### src/design/dbq_pkg.sv
`timescale 1ns / 1ps

package dbq_pkg;

    localparam int DEPTH       = 16;
    localparam int ADDR_W      = (DEPTH > 1) ? $clog2(DEPTH) : 1;
    localparam int CNT_W       = $clog2(DEPTH + 1);
    localparam int DATA_W      = 32;
    localparam int OP_W        = 3;
    localparam int STATUS_W    = 2;
    localparam int COUNT_OUT_W = 5;

    typedef enum logic [OP_W-1:0] {
        OP_PUSH_FRONT   = 3'd0,
        OP_PUSH_REAR    = 3'd1,
        OP_POP_FRONT    = 3'd2,
        OP_POP_REAR     = 3'd3,
        OP_REMOVE_SECOND = 3'd4
    } op_t;

    typedef enum logic [STATUS_W-1:0] {
        STAT_OK   = 2'd0,
        STAT_FULL = 2'd1,
        STAT_FEW  = 2'd2
    } status_t;

    typedef struct packed {
        logic [DATA_W-1:0]      value;
        logic                   vld;
        status_t                status;
        logic [COUNT_OUT_W-1:0] count;
    } res_t;

    // (base + offset) mod DEPTH, with base < DEPTH and offset <= DEPTH
    function automatic logic [ADDR_W-1:0] ring_add(input logic [ADDR_W-1:0] base,
                                                  input logic [CNT_W-1:0] offset);
        logic [CNT_W:0] sum;
        sum = (CNT_W+1)'(base) + (CNT_W+1)'(offset);
        if (sum >= (CNT_W+1)'(DEPTH)) begin
            sum = sum - (CNT_W+1)'(DEPTH);
        end
        return ADDR_W'(sum);
    endfunction

endpackage

### src/design/bounded_deque_with_remove_second_core.sv
`timescale 1ns / 1ps
// Bounded deque, 16 slots of 32 bits in a 1W/2R synchronous RAM.
// Order: push, refused or undefined op: result register, then output register;
//   pops and remove-second go through the registered RAM read (ST_RD) first.
// Throughput: pushes and refusals 1 per cycle unless m_ stalls; pops hold off s_.
// Reset: aresetn synchronous, active low; empties the queue, head to slot 0.
//   Slot contents are not cleared; only values from live slots are ever returned.

module bounded_deque_with_remove_second_core (
    input  logic                                aclk,
    input  logic                                aresetn,
    input  logic                                s_valid,
    output logic                                s_ready,
    input  logic [dbq_pkg::OP_W-1:0]            s_op,
    input  logic signed [dbq_pkg::DATA_W-1:0]   s_value,
    output logic                                m_valid,
    input  logic                                m_ready,
    output logic signed [dbq_pkg::DATA_W-1:0]   m_out_value,
    output logic                                m_out_valid,
    output logic [dbq_pkg::STATUS_W-1:0]        m_status,
    output logic [dbq_pkg::COUNT_OUT_W-1:0]     m_count
);

    // RAM port signals
    logic                          mem_we;
    logic [dbq_pkg::ADDR_W-1:0]    mem_waddr;
    logic [dbq_pkg::DATA_W-1:0]    mem_wdata;
    logic                          mem_re;
    logic [dbq_pkg::ADDR_W-1:0]    mem_raddr_a;
    logic [dbq_pkg::ADDR_W-1:0]    mem_raddr_b;
    logic [dbq_pkg::DATA_W-1:0]    mem_rdata_a;
    logic [dbq_pkg::DATA_W-1:0]    mem_rdata_b;

    // result stage from the controller
    logic                          res_valid;
    logic                          res_ready;
    dbq_pkg::res_t                 res;

    // output register
    logic                          m_valid_reg;
    dbq_pkg::res_t                 m_res_reg;

    dbq_ctrl u_ctrl (
        .aclk        (aclk),
        .aresetn     (aresetn),
        .s_valid     (s_valid),
        .s_ready     (s_ready),
        .s_op        (s_op),
        .s_value     (s_value),
        .mem_we      (mem_we),
        .mem_waddr   (mem_waddr),
        .mem_wdata   (mem_wdata),
        .mem_re      (mem_re),
        .mem_raddr_a (mem_raddr_a),
        .mem_raddr_b (mem_raddr_b),
        .mem_rdata_a (mem_rdata_a),
        .mem_rdata_b (mem_rdata_b),
        .res_valid   (res_valid),
        .res_ready   (res_ready),
        .res         (res)
    );

    dbq_ram #(
        .DEPTH  (dbq_pkg::DEPTH),
        .ADDR_W (dbq_pkg::ADDR_W),
        .DATA_W (dbq_pkg::DATA_W)
    ) u_ram (
        .aclk    (aclk),
        .we      (mem_we),
        .waddr   (mem_waddr),
        .wdata   (mem_wdata),
        .re      (mem_re),
        .raddr_a (mem_raddr_a),
        .raddr_b (mem_raddr_b),
        .rdata_a (mem_rdata_a),
        .rdata_b (mem_rdata_b)
    );

    // Output register: the controller's result stage drains into it whenever it
    // is empty or its transfer completes this cycle, so one result can wait on
    // m_ while the next operation is already finished upstream.
    assign res_ready = !m_valid_reg || m_ready;

    always_ff @(posedge aclk) begin
        if (!aresetn) begin
            m_valid_reg <= 1'b0;
        end else if (res_ready) begin
            m_valid_reg <= res_valid;
        end
        if (res_ready && res_valid) begin
            m_res_reg <= res;
        end
    end

    assign m_valid     = m_valid_reg;
    assign m_out_value = m_res_reg.value;
    assign m_out_valid = m_res_reg.vld;
    assign m_status    = m_res_reg.status;
    assign m_count     = m_res_reg.count;

    // a removed value always comes with a done status
    assert property (@(posedge aclk) disable iff (!aresetn)
        (m_valid && m_out_valid) |-> (m_status == dbq_pkg::STAT_OK))
        else $error("removed value reported with a refusal status");

    // refused or push results carry a zero value
    assert property (@(posedge aclk) disable iff (!aresetn)
        (m_valid && !m_out_valid) |-> (m_out_value == '0))
        else $error("nonzero value on a result without a removed item");

    // a successful pop holds off the next transfer during the RAM read state
    assert property (@(posedge aclk) disable iff (!aresetn)
        (s_valid && s_ready && mem_re) |=> !s_ready)
        else $error("input accepted during a RAM read turn");

endmodule

### src/design/dbq_ram.sv
`timescale 1ns / 1ps

// One write port, two read ports, registered read data.
module dbq_ram #(
    parameter int DEPTH  = 16,
    parameter int ADDR_W = 4,
    parameter int DATA_W = 32
) (
    input  logic              aclk,
    input  logic              we,
    input  logic [ADDR_W-1:0] waddr,
    input  logic [DATA_W-1:0] wdata,
    input  logic              re,
    input  logic [ADDR_W-1:0] raddr_a,
    input  logic [ADDR_W-1:0] raddr_b,
    output logic [DATA_W-1:0] rdata_a,
    output logic [DATA_W-1:0] rdata_b
);

    logic [DATA_W-1:0] mem [DEPTH];

    always_ff @(posedge aclk) begin
        if (we) begin
            mem[waddr] <= wdata;
        end
        if (re) begin
            rdata_a <= mem[raddr_a];
            rdata_b <= mem[raddr_b];
        end
    end

endmodule

### src/design/dbq_ctrl.sv
`timescale 1ns / 1ps

module dbq_ctrl (
    input  logic                         aclk,
    input  logic                         aresetn,
    input  logic                         s_valid,
    output logic                         s_ready,
    input  logic [dbq_pkg::OP_W-1:0]     s_op,
    input  logic [dbq_pkg::DATA_W-1:0]   s_value,
    output logic                         mem_we,
    output logic [dbq_pkg::ADDR_W-1:0]   mem_waddr,
    output logic [dbq_pkg::DATA_W-1:0]   mem_wdata,
    output logic                         mem_re,
    output logic [dbq_pkg::ADDR_W-1:0]   mem_raddr_a,
    output logic [dbq_pkg::ADDR_W-1:0]   mem_raddr_b,
    input  logic [dbq_pkg::DATA_W-1:0]   mem_rdata_a,
    input  logic [dbq_pkg::DATA_W-1:0]   mem_rdata_b,
    output logic                         res_valid,
    input  logic                         res_ready,
    output dbq_pkg::res_t                res
);

    typedef enum logic [1:0] {
        ST_IDLE = 2'b01,
        ST_RD   = 2'b10
    } state_t;

    state_t                        state_reg, state_next;
    logic [dbq_pkg::ADDR_W-1:0]    head_reg, head_next;
    logic [dbq_pkg::CNT_W-1:0]     cnt_reg, cnt_next;
    logic                          rm2_reg, rm2_next;
    logic                          res_valid_reg, res_valid_next;
    dbq_pkg::res_t                 res_reg, res_next;

    logic                          accept;
    logic                          full;
    logic                          empty;
    logic                          few;
    logic [dbq_pkg::ADDR_W-1:0]    head_dec;
    logic [dbq_pkg::ADDR_W-1:0]    second;

    assign full     = (cnt_reg == dbq_pkg::CNT_W'(dbq_pkg::DEPTH));
    assign empty    = (cnt_reg == '0);
    assign few      = (cnt_reg < dbq_pkg::CNT_W'(2));
    assign head_dec = (head_reg == '0) ? dbq_pkg::ADDR_W'(dbq_pkg::DEPTH - 1)
                                       : head_reg - dbq_pkg::ADDR_W'(1);
    assign second   = dbq_pkg::ring_add(head_reg, dbq_pkg::CNT_W'(1));

    assign s_ready   = (state_reg == ST_IDLE) && (!res_valid_reg || res_ready);
    assign accept    = s_valid && s_ready;
    assign res_valid = res_valid_reg;
    assign res       = res_reg;

    always_comb begin
        state_next     = state_reg;
        head_next      = head_reg;
        cnt_next       = cnt_reg;
        rm2_next       = rm2_reg;
        res_valid_next = res_valid_reg && !res_ready;
        res_next       = res_reg;
        mem_we         = 1'b0;
        mem_waddr      = head_reg;
        mem_wdata      = s_value;
        mem_re         = 1'b0;
        mem_raddr_a    = head_reg;
        mem_raddr_b    = second;

        unique case (state_reg)
            ST_IDLE: begin
                if (accept) begin
                    res_next.value  = '0;
                    res_next.vld    = 1'b0;
                    res_next.status = dbq_pkg::STAT_OK;
                    res_next.count  = dbq_pkg::COUNT_OUT_W'(cnt_reg);
                    res_valid_next  = 1'b1;
                    case (s_op)
                        dbq_pkg::OP_PUSH_FRONT: begin
                            if (full) begin
                                res_next.status = dbq_pkg::STAT_FULL;
                            end else begin
                                head_next      = head_dec;
                                cnt_next       = cnt_reg + dbq_pkg::CNT_W'(1);
                                mem_we         = 1'b1;
                                mem_waddr      = head_dec;
                                res_next.count = dbq_pkg::COUNT_OUT_W'(cnt_next);
                            end
                        end
                        dbq_pkg::OP_PUSH_REAR: begin
                            if (full) begin
                                res_next.status = dbq_pkg::STAT_FULL;
                            end else begin
                                cnt_next       = cnt_reg + dbq_pkg::CNT_W'(1);
                                mem_we         = 1'b1;
                                mem_waddr      = dbq_pkg::ring_add(head_reg, cnt_reg);
                                res_next.count = dbq_pkg::COUNT_OUT_W'(cnt_next);
                            end
                        end
                        dbq_pkg::OP_POP_FRONT: begin
                            if (empty) begin
                                res_next.status = dbq_pkg::STAT_FEW;
                            end else begin
                                mem_re         = 1'b1;
                                head_next      = second;
                                cnt_next       = cnt_reg - dbq_pkg::CNT_W'(1);
                                rm2_next       = 1'b0;
                                res_valid_next = 1'b0;
                                state_next     = ST_RD;
                            end
                        end
                        dbq_pkg::OP_POP_REAR: begin
                            if (empty) begin
                                res_next.status = dbq_pkg::STAT_FEW;
                            end else begin
                                mem_re         = 1'b1;
                                mem_raddr_a    = dbq_pkg::ring_add(head_reg,
                                                     cnt_reg - dbq_pkg::CNT_W'(1));
                                cnt_next       = cnt_reg - dbq_pkg::CNT_W'(1);
                                rm2_next       = 1'b0;
                                res_valid_next = 1'b0;
                                state_next     = ST_RD;
                            end
                        end
                        dbq_pkg::OP_REMOVE_SECOND: begin
                            if (few) begin
                                res_next.status = dbq_pkg::STAT_FEW;
                            end else begin
                                mem_re         = 1'b1;
                                head_next      = second;
                                cnt_next       = cnt_reg - dbq_pkg::CNT_W'(1);
                                rm2_next       = 1'b1;
                                res_valid_next = 1'b0;
                                state_next     = ST_RD;
                            end
                        end
                        default: begin
                            // undefined op: no state change, plain OK result
                        end
                    endcase
                end
            end
            ST_RD: begin
                // on remove-second, head already moved to the old second slot; front value drops in there
                res_next.vld    = 1'b1;
                res_next.status = dbq_pkg::STAT_OK;
                res_next.count  = dbq_pkg::COUNT_OUT_W'(cnt_reg);
                res_next.value  = rm2_reg ? mem_rdata_b : mem_rdata_a;
                res_valid_next  = 1'b1;
                mem_we          = rm2_reg;
                mem_waddr       = head_reg;
                mem_wdata       = mem_rdata_a;
                state_next      = ST_IDLE;
            end
            default: begin
                state_next = ST_IDLE;
            end
        endcase
    end

    always_ff @(posedge aclk) begin
        if (!aresetn) begin
            state_reg     <= ST_IDLE;
            head_reg      <= '0;
            cnt_reg       <= '0;
            rm2_reg       <= 1'b0;
            res_valid_reg <= 1'b0;
        end else begin
            state_reg     <= state_next;
            head_reg      <= head_next;
            cnt_reg       <= cnt_next;
            rm2_reg       <= rm2_next;
            res_valid_reg <= res_valid_next;
        end
        res_reg <= res_next;
    end

endmodule
### config.mk
export PLATFORM = sky130hd
export DESIGN_NAME = bounded_deque_with_remove_second_core
export DESIGN_NICKNAME = d
export VERILOG_FILES = /design/src/design/dbq_pkg.sv /design/src/design/bounded_deque_with_remove_second_core.sv /design/src/design/dbq_ram.sv /design/src/design/dbq_ctrl.sv
export SDC_FILE = /design/constraint.sdc
export NUM_CORES = 1
export LEC_CHECK = 0
export ABC_AREA = 0
export CAP_MARGIN = 20
export CORE_ASPECT_RATIO = 0.5
export CORE_MARGIN = 1
export CORE_UTILIZATION = 55
export CTS_CLUSTER_SIZE = 25
export DETAILED_ROUTE_END_ITERATION = 12
export DONT_BUFFER_PORTS = 1
export GPL_ROUTABILITY_DRIVEN = 1
export PLACE_DENSITY_LB_ADDON = 0.08
export SLEW_MARGIN = 20
export SYNTH_ARGS = -nofsm -noshare
export SYNTH_HDL_FRONTEND = slang
export SYNTH_HIERARCHICAL = 1
export SYNTH_SLANG_ARGS = --single-unit
### constraint.sdc
create_clock -name aclk -period 14.4 [get_ports aclk]
set_input_delay 2.88 -clock aclk [delete_from_list [all_inputs] [get_ports aclk]]
set_output_delay 2.88 -clock aclk [all_outputs]
set_load 0.005 [all_outputs]
After elaboration in Yosys (flattened, before gate mapping)
Memories as Yosys holds them, arrays and structs flattened. A register that Yosys moved wholly into a read port is not among the register bits.
Cells that the tools add are included.
{"block": "classes", "addsub": 9, "magnitude_cmp": 4, "eq_ne": 11, "muxes": 51, "reduce_logical": 24}
{"op": "one-hot mux 40 bit (2 select lines)", "count": 1}
{"op": "two-way mux 32 bit", "count": 2}
{"op": "two-way mux 4 bit", "count": 14}
{"op": "two-way mux 40 bit", "count": 1}
{"op": "two-way mux 5 bit", "count": 4}
{"op": "subtractor 4 x 1 -> 4 bit, second input constant", "count": 4}
{"op": "two-way mux 1 bit", "count": 15}
{"op": "one-hot mux 5 bit (3 select lines)", "count": 1}
{"op": "AND reduction 5 bit", "count": 3}
{"op": "adder 4 x 5 -> 6 bit", "count": 2}
{"op": ">= comparator 6 x 5 -> 1 bit, second input constant", "count": 2}
{"op": "one-hot mux 4 bit (3 select lines)", "count": 1}
{"op": "one-hot mux 1 bit (2 select lines)", "count": 5}
{"op": "two-way mux 2 bit", "count": 4}
{"op": "one-hot mux 4 bit (2 select lines)", "count": 1}
{"op": "equality test 3 x 2 -> 1 bit, second input constant", "count": 2}
{"op": "!= test 2 bit, second input constant", "count": 3}
{"op": "one-hot mux 2 bit (3 select lines)", "count": 1}
{"op": "nonzero test 3 bit", "count": 2}
{"op": "adder 4 x 1 -> 5 bit, second input constant", "count": 1}
{"op": "adder 5 x 1 -> 5 bit, second input constant", "count": 1}
{"op": "equality test 5 bit, second input constant", "count": 1}
{"op": ">= comparator 5 bit, second input constant", "count": 1}
{"op": "logical NOT 5 bit", "count": 1}
{"op": "other kinds (17)", "count": 26}
{"block": "totals", "register_bits": 94, "mem_bits_rw": 512, "input_bits": 39, "elab_cells": 114, "n_memories": 1}
{"name": "u_ram.mem", "words": 16, "width": 32, "rd": 2, "rd_ports_with_merged_regs": 2, "wr": 1, "line": "dbq_ram.sv:20", "source": "logic [DATA_W-1:0] mem [DEPTH];"}

Depth between registers and ports, before layout
Gate-level depths: netlist of run 1.
{"block": "logic_depth", "ltp_word": 9, "mapped_depth": 14, "mapped_depth_nobuf": 12}

Modules after synthesis
The synthesis of run 1 kept the hierarchy.
{"mod": "dbq_ram", "instances": 1, "cells_each": 1141, "area_each_um2": 24843.8}
{"mod": "dbq_ctrl", "instances": 1, "cells_each": 346, "area_each_um2": 3549.7}
{"mod": "bounded_deque_with_remove_second_core", "instances": 1, "cells_each": 45, "area_each_um2": 1258.7}

Worst setup path after synthesis of run 1
No wires, ideal clock.
{"block": "synth_path", "kind": "input-to-reg", "from": "input port m_ready", "to": "memory u_ram.mem[0][0] (enable)", "t_arrival_ps": 6683, "required_time_ps": 13939, "path_slack_ps": 7256, "path_stages": 8, "n_path_buf": 0, "path_cell_list": "nand2b_4 > nand2b_1 > nand3_1 > nor2_1 > mux2_2 > a221o_1 > or3b_2 > nor3_1"}
{"element": "from (decl)", "line": "bounded_deque_with_remove_second_core.sv:17", "source": "input logic m_ready,"}
{"element": "logical OR 1 bit", "line": "bounded_deque_with_remove_second_core.sv:82", "source": "assign res_ready = !m_valid_reg || m_ready;"}
{"element": "logical OR 1 bit", "line": "dbq_ctrl.sv:49", "source": "assign s_ready = (state_reg == ST_IDLE) && (!res_valid_reg || res_ready);"}
{"element": "logical AND 1 bit", "line": "dbq_ctrl.sv:49"}
{"element": "logical AND 1 bit", "line": "dbq_ctrl.sv:50", "source": "assign accept = s_valid && s_ready;"}
{"element": "two-way mux 4 bit", "line": "dbq_ctrl.sv:70", "source": "if (accept) begin"}
{"element": "two-way mux 4 bit", "line": "dbq_ctrl.sv:68", "source": "unique case (state_reg)"}
{"element": "net mem_waddr, one bit", "line": "bounded_deque_with_remove_second_core.sv:26", "source": "logic [dbq_pkg::ADDR_W-1:0] mem_waddr;"}
{"element": "to (decl)", "line": "dbq_ram.sv:20"}
The timed path passes the listed nets, and every way through them passes these cells.

Final worst setup path of run 1
{"block": "layout_path", "from": "input port m_ready", "to": "register u_ram.rdata_a[22] (read register of u_ram.mem), data pin"}
{"block": "layout_via", "elab_chain_len": 6}
{"element": "logical OR 1 bit", "line": "bounded_deque_with_remove_second_core.sv:82"}
{"element": "logical OR 1 bit", "line": "dbq_ctrl.sv:49"}
{"element": "logical AND 1 bit", "line": "dbq_ctrl.sv:49"}
{"element": "logical AND 1 bit", "line": "dbq_ctrl.sv:50"}
{"element": "two-way mux 4 bit", "line": "dbq_ctrl.sv:70"}
{"element": "two-way mux 4 bit", "line": "dbq_ctrl.sv:68"}
{"element": "net mem_raddr_a, one bit", "line": "bounded_deque_with_remove_second_core.sv:29", "source": "logic [dbq_pkg::ADDR_W-1:0] mem_raddr_a;"}
{"element": "to (decl)", "line": "dbq_ram.sv:16", "source": "output logic [DATA_W-1:0] rdata_a,"}
The timed path passes the listed nets, and every way through them passes these cells.
A chain may end at the register's enable or synchronous reset.

==> report_table.html, run 1 <==
<table>
<tr><th>Metric</th><th>Value</th></tr>
<tr><th colspan="2">Run</th></tr>
<tr><td>Number of max-cap violations</td><td>0</td></tr>
<tr><th colspan="2">Power</th></tr>
<tr><td>Overall power of the completed layout</td><td>0.00415 W</td></tr>
<tr><td>Total power density per cell area</td><td>128 mW/mm^2</td></tr>
<tr><td>Worst VDD drop</td><td>0.0000860 V</td></tr>
<tr><td>Leak Pwr</td><td>9.97 nW</td></tr>
<tr><th colspan="2">Cells and area</th></tr>
<tr><td>Fraction of layout instances using a drive strength above 1</td><td>28.4%</td></tr>
<tr><td>Reg area</td><td>0.0200 sq mm</td></tr>
<tr><td>Area growth from synthesis to layout</td><td>9.06%</td></tr>
<tr><td>Most common library cell in the layout ignoring fill and taps</td><td>sky130_fd_sc_hd__edfxtp_1</td></tr>
<tr><td>Number of nets in the layout</td><td>1581</td></tr>
<tr><td>Multi-input combinational cell area</td><td>0.00933 sq mm</td></tr>
<tr><td>Fill cell instance count of the final layout</td><td>3731</td></tr>
<tr><td>Post-route design area</td><td>0.0323 sq mm</td></tr>
<tr><td>Flip-flop count of the largest register after layout</td><td>512</td></tr>
<tr><td>Most frequent cells in the layout</td><td>sky130_fd_sc_hd__edfxtp_1, sky130_fd_sc_hd__mux4_2, sky130_fd_sc_hd__a22oi_1</td></tr>
<tr><td>Final core utilization</td><td>61.4%</td></tr>
<tr><th colspan="2">Timing</th></tr>
<tr><td>Final cycle utilization of the critical path</td><td>46.6%</td></tr>
<tr><td>Time the worst path needs with I/O delays and setup</td><td>6.72 ns</td></tr>
<tr><td>Final worst clock skew</td><td>0.0140 ns</td></tr>
<tr><td>Final worst slack</td><td>7.68 ns</td></tr>
<tr><td>Setup TNS</td><td>0 ns</td></tr>
<tr><td>Final-report setup violation count</td><td>0</td></tr>
<tr><td>Max Slew Vio Count</td><td>0</td></tr>
<tr><td>Maximum frequency from static timing analysis</td><td>149 MHz</td></tr>
<tr><td>Setup repair after global routing missed its margin</td><td>no</td></tr>
<tr><td>Slew headroom</td><td>23.9%</td></tr>
<tr><td>Hold violation total from the final report</td><td>0</td></tr>
<tr><td>Worst-margin pin slew</td><td>1.13 ns</td></tr>
<tr><th colspan="2">Clock tree</th></tr>
<tr><td>Gates resized, CTS repair</td><td>0</td></tr>
<tr><td>Clk sinks</td><td>670</td></tr>
<tr><td>Total number of H-tree levels</td><td>2</td></tr>
<tr><td>Clock tree from TritonCTS</td><td>yes</td></tr>
<tr><td>Clock latency reported for the late side of the worst-skew pair</td><td>0.61 ns</td></tr>
<tr><td>Number of hold-repair buffers added at the cts stage</td><td>0</td></tr>
<tr><td>Clock Tree Buf Depth</td><td>3</td></tr>
<tr><td>CTS Buf Count</td><td>58</td></tr>
<tr><td>Postcts setup bufs</td><td>0</td></tr>
<tr><td>Root buffer cell</td><td>sky130_fd_sc_hd__clkbuf_16</td></tr>
<tr><td>Clock edge transition at the registers on the reported setup and hold paths</td><td>0.06 ns</td></tr>
<tr><th colspan="2">Worst setup path</th></tr>
<tr><td>Sort of element at the end of the critical path</td><td>register</td></tr>
<tr><td>Arrival time of data at the critical path endpoint</td><td>7.08 ns</td></tr>
<tr><td>Flop2flop setup slack</td><td>9.42 ns</td></tr>
<tr><td>Kind of launch point of the worst setup path</td><td>input pin</td></tr>
<tr><td>Cell Chain, Critical Path</td><td>nand2b_4, nand2b_1, nand2_1, nor3_2, nand2_1, o21ai_4, buf_4, buf_4, mux4_2, a22oi_1, nand2_1</td></tr>
<tr><td>Worst r2r path cells</td><td>12</td></tr>
<tr><td>Required time worst endpoint</td><td>14.76 ns</td></tr>
<tr><td>Highest cell delay on the worst timing path</td><td>0.82 ns</td></tr>
<tr><td>R2r startpoint</td><td>u_ctrl/state_reg[1]</td></tr>
<tr><td>Worst-path fanout max</td><td>43</td></tr>
<tr><td>Critical path's most frequent cell</td><td>sky130_fd_sc_hd__nand2_1</td></tr>
<tr><td>Library cell contributing the largest single delay on the critical path</td><td>sky130_fd_sc_hd__buf_4</td></tr>
<tr><td>Worst setup path category</td><td>in -&gt; reg</td></tr>
<tr><td>R2r endpoint</td><td>u_ram/rdata_a[22]</td></tr>
<tr><th colspan="2">Route</th></tr>
<tr><td>Post-route ant nets</td><td>0</td></tr>
<tr><td>Final wirelength</td><td>73500 um</td></tr>
<tr><td>Violation count after the first detailed-routing iteration</td><td>1772</td></tr>
<tr><td>Drt via density</td><td>6.94</td></tr>
<tr><td>Number of DRC violations after detailed routing</td><td>0</td></tr>
<tr><td>Number of vias after detailed routing</td><td>15800</td></tr>
<tr><td>Routed wire per std cell</td><td>32.3 um</td></tr>
<tr><td>Length of the first detailed-routing pass in iterations</td><td>7</td></tr>
<tr><th colspan="2">Floorplan</th></tr>
<tr><td>Die area</td><td>0.0549 sq mm</td></tr>
<tr><td>Die Y</td><td>166 um</td></tr>
<tr><td>Site row count</td><td>59</td></tr>
<tr><td>Chip Width</td><td>330 um</td></tr>
<tr><td>Floorplan core area</td><td>0.0526 sq mm</td></tr>
<tr><td>I/O pin cnt</td><td>81</td></tr>
<tr><td>Initial Utilization</td><td>56.3%</td></tr>
<tr><th colspan="2">Hold path</th></tr>
<tr><td>Endpoint of the worst hold-timing path</td><td>m_out_value[9]</td></tr>
<tr><td>Min-delay src</td><td>u_ctrl/res[17]</td></tr>
<tr><td>Depth of the worst hold-timing path</td><td>0</td></tr>
<tr><td>Hold Crit Class</td><td>reg -&gt; reg</td></tr>
<tr><th colspan="2">Synthesis</th></tr>
<tr><td>Instance count of the mapped netlist</td><td>1532</td></tr>
<tr><td>Unique masters post-synth</td><td>67</td></tr>
<tr><td>Yosys synthesis warning count</td><td>6</td></tr>
<tr><td>Synth top area cells</td><td>sky130_fd_sc_hd__edfxtp_1, sky130_fd_sc_hd__mux4_2, sky130_fd_sc_hd__a22oi_1, sky130_fd_sc_hd__mux2_2, sky130_fd_sc_hd__mux2i_1</td></tr>
<tr><td>EDFF count, synth</td><td>656</td></tr>
<tr><td>Fraction of post-synthesis cell area in the top cell type by area</td><td>66.4%</td></tr>
<tr><td>Fraction of registers with async set/reset</td><td>0%</td></tr>
<tr><td>Fraction of the yosys area taken by sequential cells</td><td>67.4%</td></tr>
<tr><td>Post-synthesis cell type with the largest combined area</td><td>sky130_fd_sc_hd__edfxtp_1</td></tr>
<tr><td>Synthesis-stage register bit count</td><td>670</td></tr>
<tr><td>Most used flip-flop cell after synthesis</td><td>sky130_fd_sc_hd__edfxtp_1</td></tr>
<tr><td>Area of the mapped netlist</td><td>0.0297 sq mm</td></tr>
<tr><td>Number of nets in the synthesized netlist</td><td>1586</td></tr>
<tr><td>Post-synthesis area per instance</td><td>19.4 sq um</td></tr>
<tr><th colspan="2">GRT</th></tr>
<tr><td>Aggregate global routing overflow</td><td>0</td></tr>
<tr><td>Number of global-route vias before repair</td><td>16300</td></tr>
<tr><td>Largest net degree at the start of global routing</td><td>73</td></tr>
<tr><td>Global-route wire length before repair</td><td>108000 um</td></tr>
<tr><td>Initial antenna violation count</td><td>4</td></tr>
<tr><td>Global routing usage summed across all routing layers</td><td>27.5%</td></tr>
<tr><th colspan="2">Place</th></tr>
<tr><td>Hpwl dp</td><td>38800 um</td></tr>
<tr><td>Dpl ws</td><td>6.94 ns</td></tr>
<tr><td>I/O Buffers</td><td>0</td></tr>
<tr><td>Post-detailed-placement cell area</td><td>0.0305 sq mm</td></tr>
<tr><td>Final weighted congestion in routability-driven placement</td><td>0.831</td></tr>
<tr><th colspan="2">Run status</th></tr>
<tr><td>Outcome</td><td>finished, final reports clean</td></tr>
</table>
kinds of logic (layout without fill, tap and decap cells):
family                   after synthesis  count (layout)  share of synthesized area, %
AND/OR/NAND/NOR                      205             205                          3.19
other                                  0               4                             0
XOR/XNOR                              11              11                         0.325
flip-flops                           670             670                          67.4
buffers and inverters                117             157                          1.86
multiplexers                         325             325                          21.9
adder cells (fa/ha/maj)               15              15                         0.684
AO/OA/AOI/OAI                        189             189                          4.65
how the worst max path moves through the flow:
stage,from,to,slack (ns),depth (start not counted)
floorplan,m_ready,u_ram/mem[0][0],7.26,8
global placement,m_ready,u_ram/rdata_a[19],7.04,11
detailed placement,m_ready,u_ram/rdata_a[22],6.94,11
CTS,m_ready,u_ram/rdata_a[22],7.59,11
global route,m_ready,u_ram/rdata_a[22],7.24,11
finish,m_ready,u_ram/rdata_a[22],7.68,11
synthesized netlist by cell type (all sizes together) (9+ instances only):
master / count
edfxtp: 656
mux4: 256
a22oi: 130
nand2: 84
nor2: 65
buf: 63
clkbuf: 43
mux2i: 36
mux2: 33
o21ai: 18
dfxtp: 14
a21oi: 13
ha: 13
nor3: 12
inv: 9
routing by layer:
metal  vias up  share of wire [%]  track usage (%)  routed length, um
li1       6471                  -                -                  -
met1      8471                 41             39.8              30000
met2       735                 48             43.2              35300
met3       136                8.8             6.00               6450
met4         0                2.3             6.71               1710
met5         -                  0                0                  0
through the flow:
stage               hold WS (ns)  cells
finish                     0.419   2277
global route               0.429   2275
CTS                        0.420   2273
detailed placement         0.405   2168
global placement           0.401   2168
floorplan                  0.400   1532
power by group:
group / internal, W / switching [W] / total, W
clock: 0.000823 / 0.000688 / 0.00151
combinational: 0.000182 / 0.000245 / 0.000427
sequential: 0.00219 / 0.0000190 / 0.00221
area by class of cell:
class | instances | area share [%]
diodes | 4 | 0.0310
clock buffers | 78 | 4.79
clock inverters | 27 | 0.720
inverters | 11 | 0.151
multi-input cells | 745 | 28.9
flip-flops and latches | 670 | 61.8
well taps | 701 | 2.71
repair buffers | 41 | 0.963
critical path, delay by kind of cell:
kind / cells / cell delay [ns]
compound gates: 2 / 0.48
mux: 1 / 0.60
buf+inv: 2 / 1.62
simple gates: 6 / 1.41
Power figures use the tool's default switching activity.
==> run 2, diff against run 1 <==
--- a/config.mk
+++ b/config.mk
@@ -5,7 +5,7 @@
 export SDC_FILE = /design/constraint.sdc
 export NUM_CORES = 1
 export LEC_CHECK = 0
-export ABC_AREA = 0
+export ABC_AREA = 1
 export CAP_MARGIN = 20
 export CORE_ASPECT_RATIO = 0.5
 export CORE_MARGIN = 1
==> constraint.sdc (replaced) <==
create_clock -name aclk -period 6.1 [get_ports aclk]
set_input_delay 1.22 -clock aclk [delete_from_list [all_inputs] [get_ports aclk]]
set_output_delay 1.22 -clock aclk [all_outputs]
set_load 0.005 [all_outputs]
==> run 2 against run 1 <==
  * First-iteration DRC count grew 120%
  * Critical path depth down 1
  * Worst setup slack got worse by 5.8 ns
  * Combinational power rose to 4.2 times the previous value
  * Utilization is 1.8 points lower
  * Die area is 15% higher
  * Sequential share of layout area fell by 7.1 points
  * Critical path type is now reg -> reg
  * Highest routed layer unchanged
==> report_table.html, run 2 <==
<table>
<tr><th>Metric</th><th>Value</th></tr>
<tr><th colspan="2">Worst setup path</th></tr>
<tr><td>Critical path's most frequent cell</td><td>sky130_fd_sc_hd__nand2_1</td></tr>
<tr><td>Sort of element at the end of the critical path</td><td>register</td></tr>
<tr><td>Worst r2r path cells</td><td>10 (-2)</td></tr>
<tr><td>Required time worst endpoint</td><td>6.38 ns (-8.38 ns)</td></tr>
<tr><td>Arrival time of data at the critical path endpoint</td><td>4.47 ns (-2.61 ns)</td></tr>
<tr><td>Cell count along the critical path</td><td>10 (-1)</td></tr>
<tr><td>Cell Chain, Critical Path</td><td>inv_8, ha_4, nand2_1, nand2_1, o21ai_0, nand2_1, o21ai_0, nand2_1, nor2_4, buf_4</td></tr>
<tr><td>Kind of launch point of the worst setup path</td><td>register</td></tr>
<tr><td>Highest cell delay on the worst timing path</td><td>0.79 ns (-0.03 ns)</td></tr>
<tr><td>Worst setup path category</td><td>reg -&gt; reg</td></tr>
<tr><td>Sum of buffers and inverters on the critical path</td><td>2 (unchanged)</td></tr>
<tr><td>Worst-path fanout max</td><td>52 (+21%)</td></tr>
<tr><td>Library cell contributing the largest single delay on the critical path</td><td>sky130_fd_sc_hd__nor2_4</td></tr>
<tr><td>Flop2flop setup slack</td><td>1.91 ns (-7.51 ns)</td></tr>
<tr><td>Dominant delay contributor by cell family on the critical path</td><td>simple AND/OR/NAND/NOR gates</td></tr>
<tr><th colspan="2">Cells and area</th></tr>
<tr><td>Non-filler instance count after layout</td><td>4636 (+100%)</td></tr>
<tr><td>Fraction of layout instances using a drive strength above 1</td><td>5.33% (-23 points)</td></tr>
<tr><td>Number of nets in the layout</td><td>3815 (+140%)</td></tr>
<tr><td>Final antenna diode count</td><td>0 (-4)</td></tr>
<tr><td>Most common library cell in the layout ignoring fill and taps</td><td>sky130_fd_sc_hd__nand2_1</td></tr>
<tr><td>Flip-flop count of the largest register after layout</td><td>512 (unchanged)</td></tr>
<tr><td>Most frequent cells in the layout</td><td>sky130_fd_sc_hd__nand2_1, sky130_fd_sc_hd__nand3_1, sky130_fd_sc_hd__edfxtp_1</td></tr>
<tr><td>Area growth from synthesis to layout</td><td>6.85%</td></tr>
<tr><th colspan="2">GRT</th></tr>
<tr><td>Global routing usage summed across all routing layers</td><td>32.8% (+5.2 points)</td></tr>
<tr><td>Initial antenna violation count</td><td>2 (-2)</td></tr>
<tr><td>Global-route wire length before repair</td><td>155000 um (+43%)</td></tr>
<tr><td>Number of global-route vias before repair</td><td>25300 (+55%)</td></tr>
<tr><td>Aggregate global routing overflow</td><td>0 (unchanged)</td></tr>
<tr><td>Largest net degree at the start of global routing</td><td>167 (+130%)</td></tr>
<tr><th colspan="2">Route</th></tr>
<tr><td>Number of vias after detailed routing</td><td>27400 (+73%)</td></tr>
<tr><td>Routed wire per std cell</td><td>22.4 um (-30%)</td></tr>
<tr><td>Post-route ant nets</td><td>0 (unchanged)</td></tr>
<tr><td>Final wirelength</td><td>104000 um (+42%)</td></tr>
<tr><td>Length of the first detailed-routing pass in iterations</td><td>6 (-1)</td></tr>
<tr><td>Violation count after the first detailed-routing iteration</td><td>3885 (+120%)</td></tr>
<tr><td>Drt via density</td><td>5.90 (-15%)</td></tr>
<tr><td>Number of DRC violations after detailed routing</td><td>0 (unchanged)</td></tr>
<tr><th colspan="2">Clock tree</th></tr>
<tr><td>Postcts setup bufs</td><td>0 (unchanged)</td></tr>
<tr><td>Gates resized, CTS repair</td><td>0 (unchanged)</td></tr>
<tr><td>Clock edge transition at the registers on the reported setup and hold paths</td><td>0.06 ns (about the same)</td></tr>
<tr><td>Root buffer cell</td><td>sky130_fd_sc_hd__clkbuf_16</td></tr>
<tr><td>CTS Buf Count</td><td>60 (+3.4%)</td></tr>
<tr><td>Total number of H-tree levels</td><td>2 (unchanged)</td></tr>
<tr><td>Clk sinks</td><td>670 (unchanged)</td></tr>
<tr><td>Clock tree from TritonCTS</td><td>yes</td></tr>
<tr><td>Clock Tree Buf Depth</td><td>3 (unchanged)</td></tr>
<tr><td>Clock latency reported for the late side of the worst-skew pair</td><td>0.66 ns (+0.05 ns)</td></tr>
<tr><td>Number of hold-repair buffers added at the cts stage</td><td>0 (unchanged)</td></tr>
<tr><th colspan="2">Timing</th></tr>
<tr><td>Worst-margin pin slew</td><td>1.25 ns (+0.125 ns)</td></tr>
<tr><td>Setup repair after global routing missed its margin</td><td>no</td></tr>
<tr><td>Time the worst path needs with I/O delays and setup</td><td>4.19 ns</td></tr>
<tr><td>Final worst clock skew</td><td>0.0369 ns (+0.0229 ns)</td></tr>
<tr><td>Maximum frequency from static timing analysis</td><td>238 MHz</td></tr>
<tr><td>Final cycle utilization of the critical path</td><td>68.8%</td></tr>
<tr><td>Setup TNS</td><td>0 ns (unchanged)</td></tr>
<tr><td>Final worst slack</td><td>1.91 ns (-5.78 ns)</td></tr>
<tr><td>Hold violation total from the final report</td><td>0 (unchanged)</td></tr>
<tr><td>Slew headroom</td><td>16.3% (-7.6 points)</td></tr>
<tr><td>Final-report setup violation count</td><td>0 (unchanged)</td></tr>
<tr><td>Max Slew Vio Count</td><td>0 (unchanged)</td></tr>
<tr><th colspan="2">Floorplan</th></tr>
<tr><td>Die area</td><td>0.0632 sq mm (+15%)</td></tr>
<tr><td>I/O pin cnt</td><td>81 (unchanged)</td></tr>
<tr><td>Die Y</td><td>178 um (+7.3%)</td></tr>
<tr><td>Site row count</td><td>64 (+8.5%)</td></tr>
<tr><td>Initial Utilization</td><td>55.8% (-0.52 points)</td></tr>
<tr><td>Chip Width</td><td>355 um (+7.3%)</td></tr>
<tr><td>Floorplan core area</td><td>0.0613 sq mm (+16%)</td></tr>
<tr><th colspan="2">Synthesis</th></tr>
<tr><td>Fraction of the yosys area taken by sequential cells</td><td>58.4% (-8.9 points)</td></tr>
<tr><td>Most used standard cells in the synthesized netlist</td><td>sky130_fd_sc_hd__nand2_1, sky130_fd_sc_hd__nand3_1, sky130_fd_sc_hd__edfxtp_1, sky130_fd_sc_hd__inv_1, sky130_fd_sc_hd__buf_2</td></tr>
<tr><td>Unique masters post-synth</td><td>39 (-42%)</td></tr>
<tr><td>Number of nets in the synthesized netlist</td><td>3928 (+150%)</td></tr>
<tr><td>Yosys synthesis warning count</td><td>6 (unchanged)</td></tr>
<tr><td>Instance count of the mapped netlist</td><td>3874 (+150%)</td></tr>
<tr><td>EDFF count, synth</td><td>656 (unchanged)</td></tr>
<tr><td>Fraction of post-synthesis cell area in the top cell type by area</td><td>57.6% (-8.8 points)</td></tr>
<tr><td>Dominant cell by count in the synthesized netlist</td><td>sky130_fd_sc_hd__nand2_1</td></tr>
<tr><td>Fraction of registers with async set/reset</td><td>0% (unchanged)</td></tr>
<tr><td>Area of the mapped netlist</td><td>0.0342 sq mm (+15%)</td></tr>
<tr><td>Synth top area cells</td><td>sky130_fd_sc_hd__edfxtp_1, sky130_fd_sc_hd__nand2_1, sky130_fd_sc_hd__nand3_1, sky130_fd_sc_hd__inv_1, sky130_fd_sc_hd__buf_6</td></tr>
<tr><td>Most used flip-flop cell after synthesis</td><td>sky130_fd_sc_hd__edfxtp_1</td></tr>
<tr><td>Post-synthesis area per instance</td><td>8.83 sq um (-54%)</td></tr>
<tr><td>Post-synthesis cell type with the largest combined area</td><td>sky130_fd_sc_hd__edfxtp_1</td></tr>
<tr><td>Synthesis-stage register bit count</td><td>670 (unchanged)</td></tr>
<tr><th colspan="2">Power</th></tr>
<tr><td>Portion of total power attributed to the clock network</td><td>36.0% (-0.4 points)</td></tr>
<tr><td>Worst VDD drop</td><td>0.000280 V (+230%)</td></tr>
<tr><td>Overall power of the completed layout</td><td>0.0111 W (+170%)</td></tr>
<tr><td>Leak Pwr</td><td>16.1 nW (+61%)</td></tr>
<tr><td>Total power density per cell area</td><td>303 mW/mm^2 (+140%)</td></tr>
<tr><td>Sw Share</td><td>28.3% (+5.4 points)</td></tr>
<tr><td>Sequential Power Share</td><td>47.7% (-5.6 points)</td></tr>
<tr><td>Reported net switching power</td><td>0.00313 W (+230%)</td></tr>
<tr><td>P_int</td><td>0.00794 W (+150%)</td></tr>
<tr><td>Comb power frac</td><td>16.3% (+6.0 points)</td></tr>
<tr><th colspan="2">Place</th></tr>
<tr><td>Hpwl dp</td><td>55800 um (+44%)</td></tr>
<tr><td>Final weighted congestion in routability-driven placement</td><td>0.852 (+2.4%)</td></tr>
<tr><td>I/O Buffers</td><td>0 (unchanged)</td></tr>
<tr><td>Dpl ws</td><td>1.63 ns (-5.31 ns)</td></tr>
<tr><td>Placed Cells</td><td>4522 (+110%)</td></tr>
<tr><th colspan="2">Hold path</th></tr>
<tr><td>Depth of the worst hold-timing path</td><td>0 (unchanged)</td></tr>
<tr><td>Hold Crit Class</td><td>reg -&gt; reg</td></tr>
<tr><th colspan="2">Run</th></tr>
<tr><td>Number of max-cap violations</td><td>0 (unchanged)</td></tr>
<tr><th colspan="2">Run status</th></tr>
<tr><td>Outcome</td><td>finished, final reports clean</td></tr>
</table>
[run 2: changes by cell type after synthesis, moves of 51 or more]
cell,change
sky130_fd_sc_hd__nand2_1,+1223
sky130_fd_sc_hd__buf_6,+51
sky130_fd_sc_hd__nand3_1,+905
sky130_fd_sc_hd__mux4_2,-256
sky130_fd_sc_hd__inv_1,+575
sky130_fd_sc_hd__a22oi_1,-130
sky130_fd_sc_hd__buf_2,+85
[run 2: worst register-to-register path, stage by stage, from the launching register on]
cell                      delay, ns
sky130_fd_sc_hd__dfxtp_1       0.61
sky130_fd_sc_hd__inv_8         0.26
sky130_fd_sc_hd__ha_4          0.52
sky130_fd_sc_hd__nand2_1       0.15
sky130_fd_sc_hd__nand2_1       0.07
sky130_fd_sc_hd__o21ai_0       0.20
sky130_fd_sc_hd__nand2_1       0.08
sky130_fd_sc_hd__o21ai_0       0.21
sky130_fd_sc_hd__nand2_1       0.39
sky130_fd_sc_hd__nor2_4        0.79
sky130_fd_sc_hd__buf_4         0.52
[run 2: routing by layer]
layer / part of all wire [%] / up-vias / GRT usage [%] / wire [um]
met5: 0 / - / 0 / 0
met2: 43 / 1727 / 48.8 / 44200
met4: 2.4 / 0 / 8.58 / 2470
met1: 43 / 13100 / 48.5 / 44300
met3: 12 / 217 / 7.23 / 13000
li1: - / 12400 / - / -
[run 2: final cells by class]
type | count | area [sq um]
Fill cell | 5266 | 24700
Sequential cell | 670 | 20000
Multi-Input combinational cell | 2382 | 10700
Inverter | 595 | 2260
Clock buffer | 75 | 1630
Tap cell | 825 | 1030
Timing Repair Buffer | 52 | 523
Clock inverter | 37 | 389
[run 2: kinds of logic after synthesis]
logic type,after synthesis,share of synthesized area (%)
AOI/OAI and AO/OA,73,1.12
adders and majority gates,15,0.593
buffers and inverters,822,10.9
xor gates and xnor gates,11,0.282
and+or+nand+nor,2283,28.7
DFF,670,58.4
[run 2: path summary, 6_finish.rpt]
path | from | end
setup / recovery | u_ctrl/head_reg[0] | u_ram/mem[3][11]
hold / removal | u_ctrl/res[21] | m_out_value[13]
setup reg to reg | u_ctrl/head_reg[0] | u_ram/mem[3][11]
hold reg to reg | u_ctrl/res[21] | m_out_value[13]
[run 2: stage by stage]
step	hold slack [ns]	util (%)	cell area (sq um)
after floorplan	0.400	-	34200
after global placement	0.401	56.3	34500
after detailed placement	0.405	56.3	34500
after CTS	0.420	59.6	36500
after global routing	0.422	59.6	36500
final	0.418	59.6	36500
[run 2: power groups by stage]
| stage | Clock, W | Sequential [W] | Combinational, W |
|---|---|---|---|
| 2_1_floorplan | 0 | 0.00536 | 0.00128 |
| 3_3_place_gp | 0 | 0.00538 | 0.00172 |
| 3_5_place_dp | 0 | 0.00539 | 0.00174 |
| 4_1_cts | 0.00403 | 0.00528 | 0.00175 |
| 5_1_grt | 0.00419 | 0.00529 | 0.00194 |
| 6_report | 0.00398 | 0.00528 | 0.00180 |
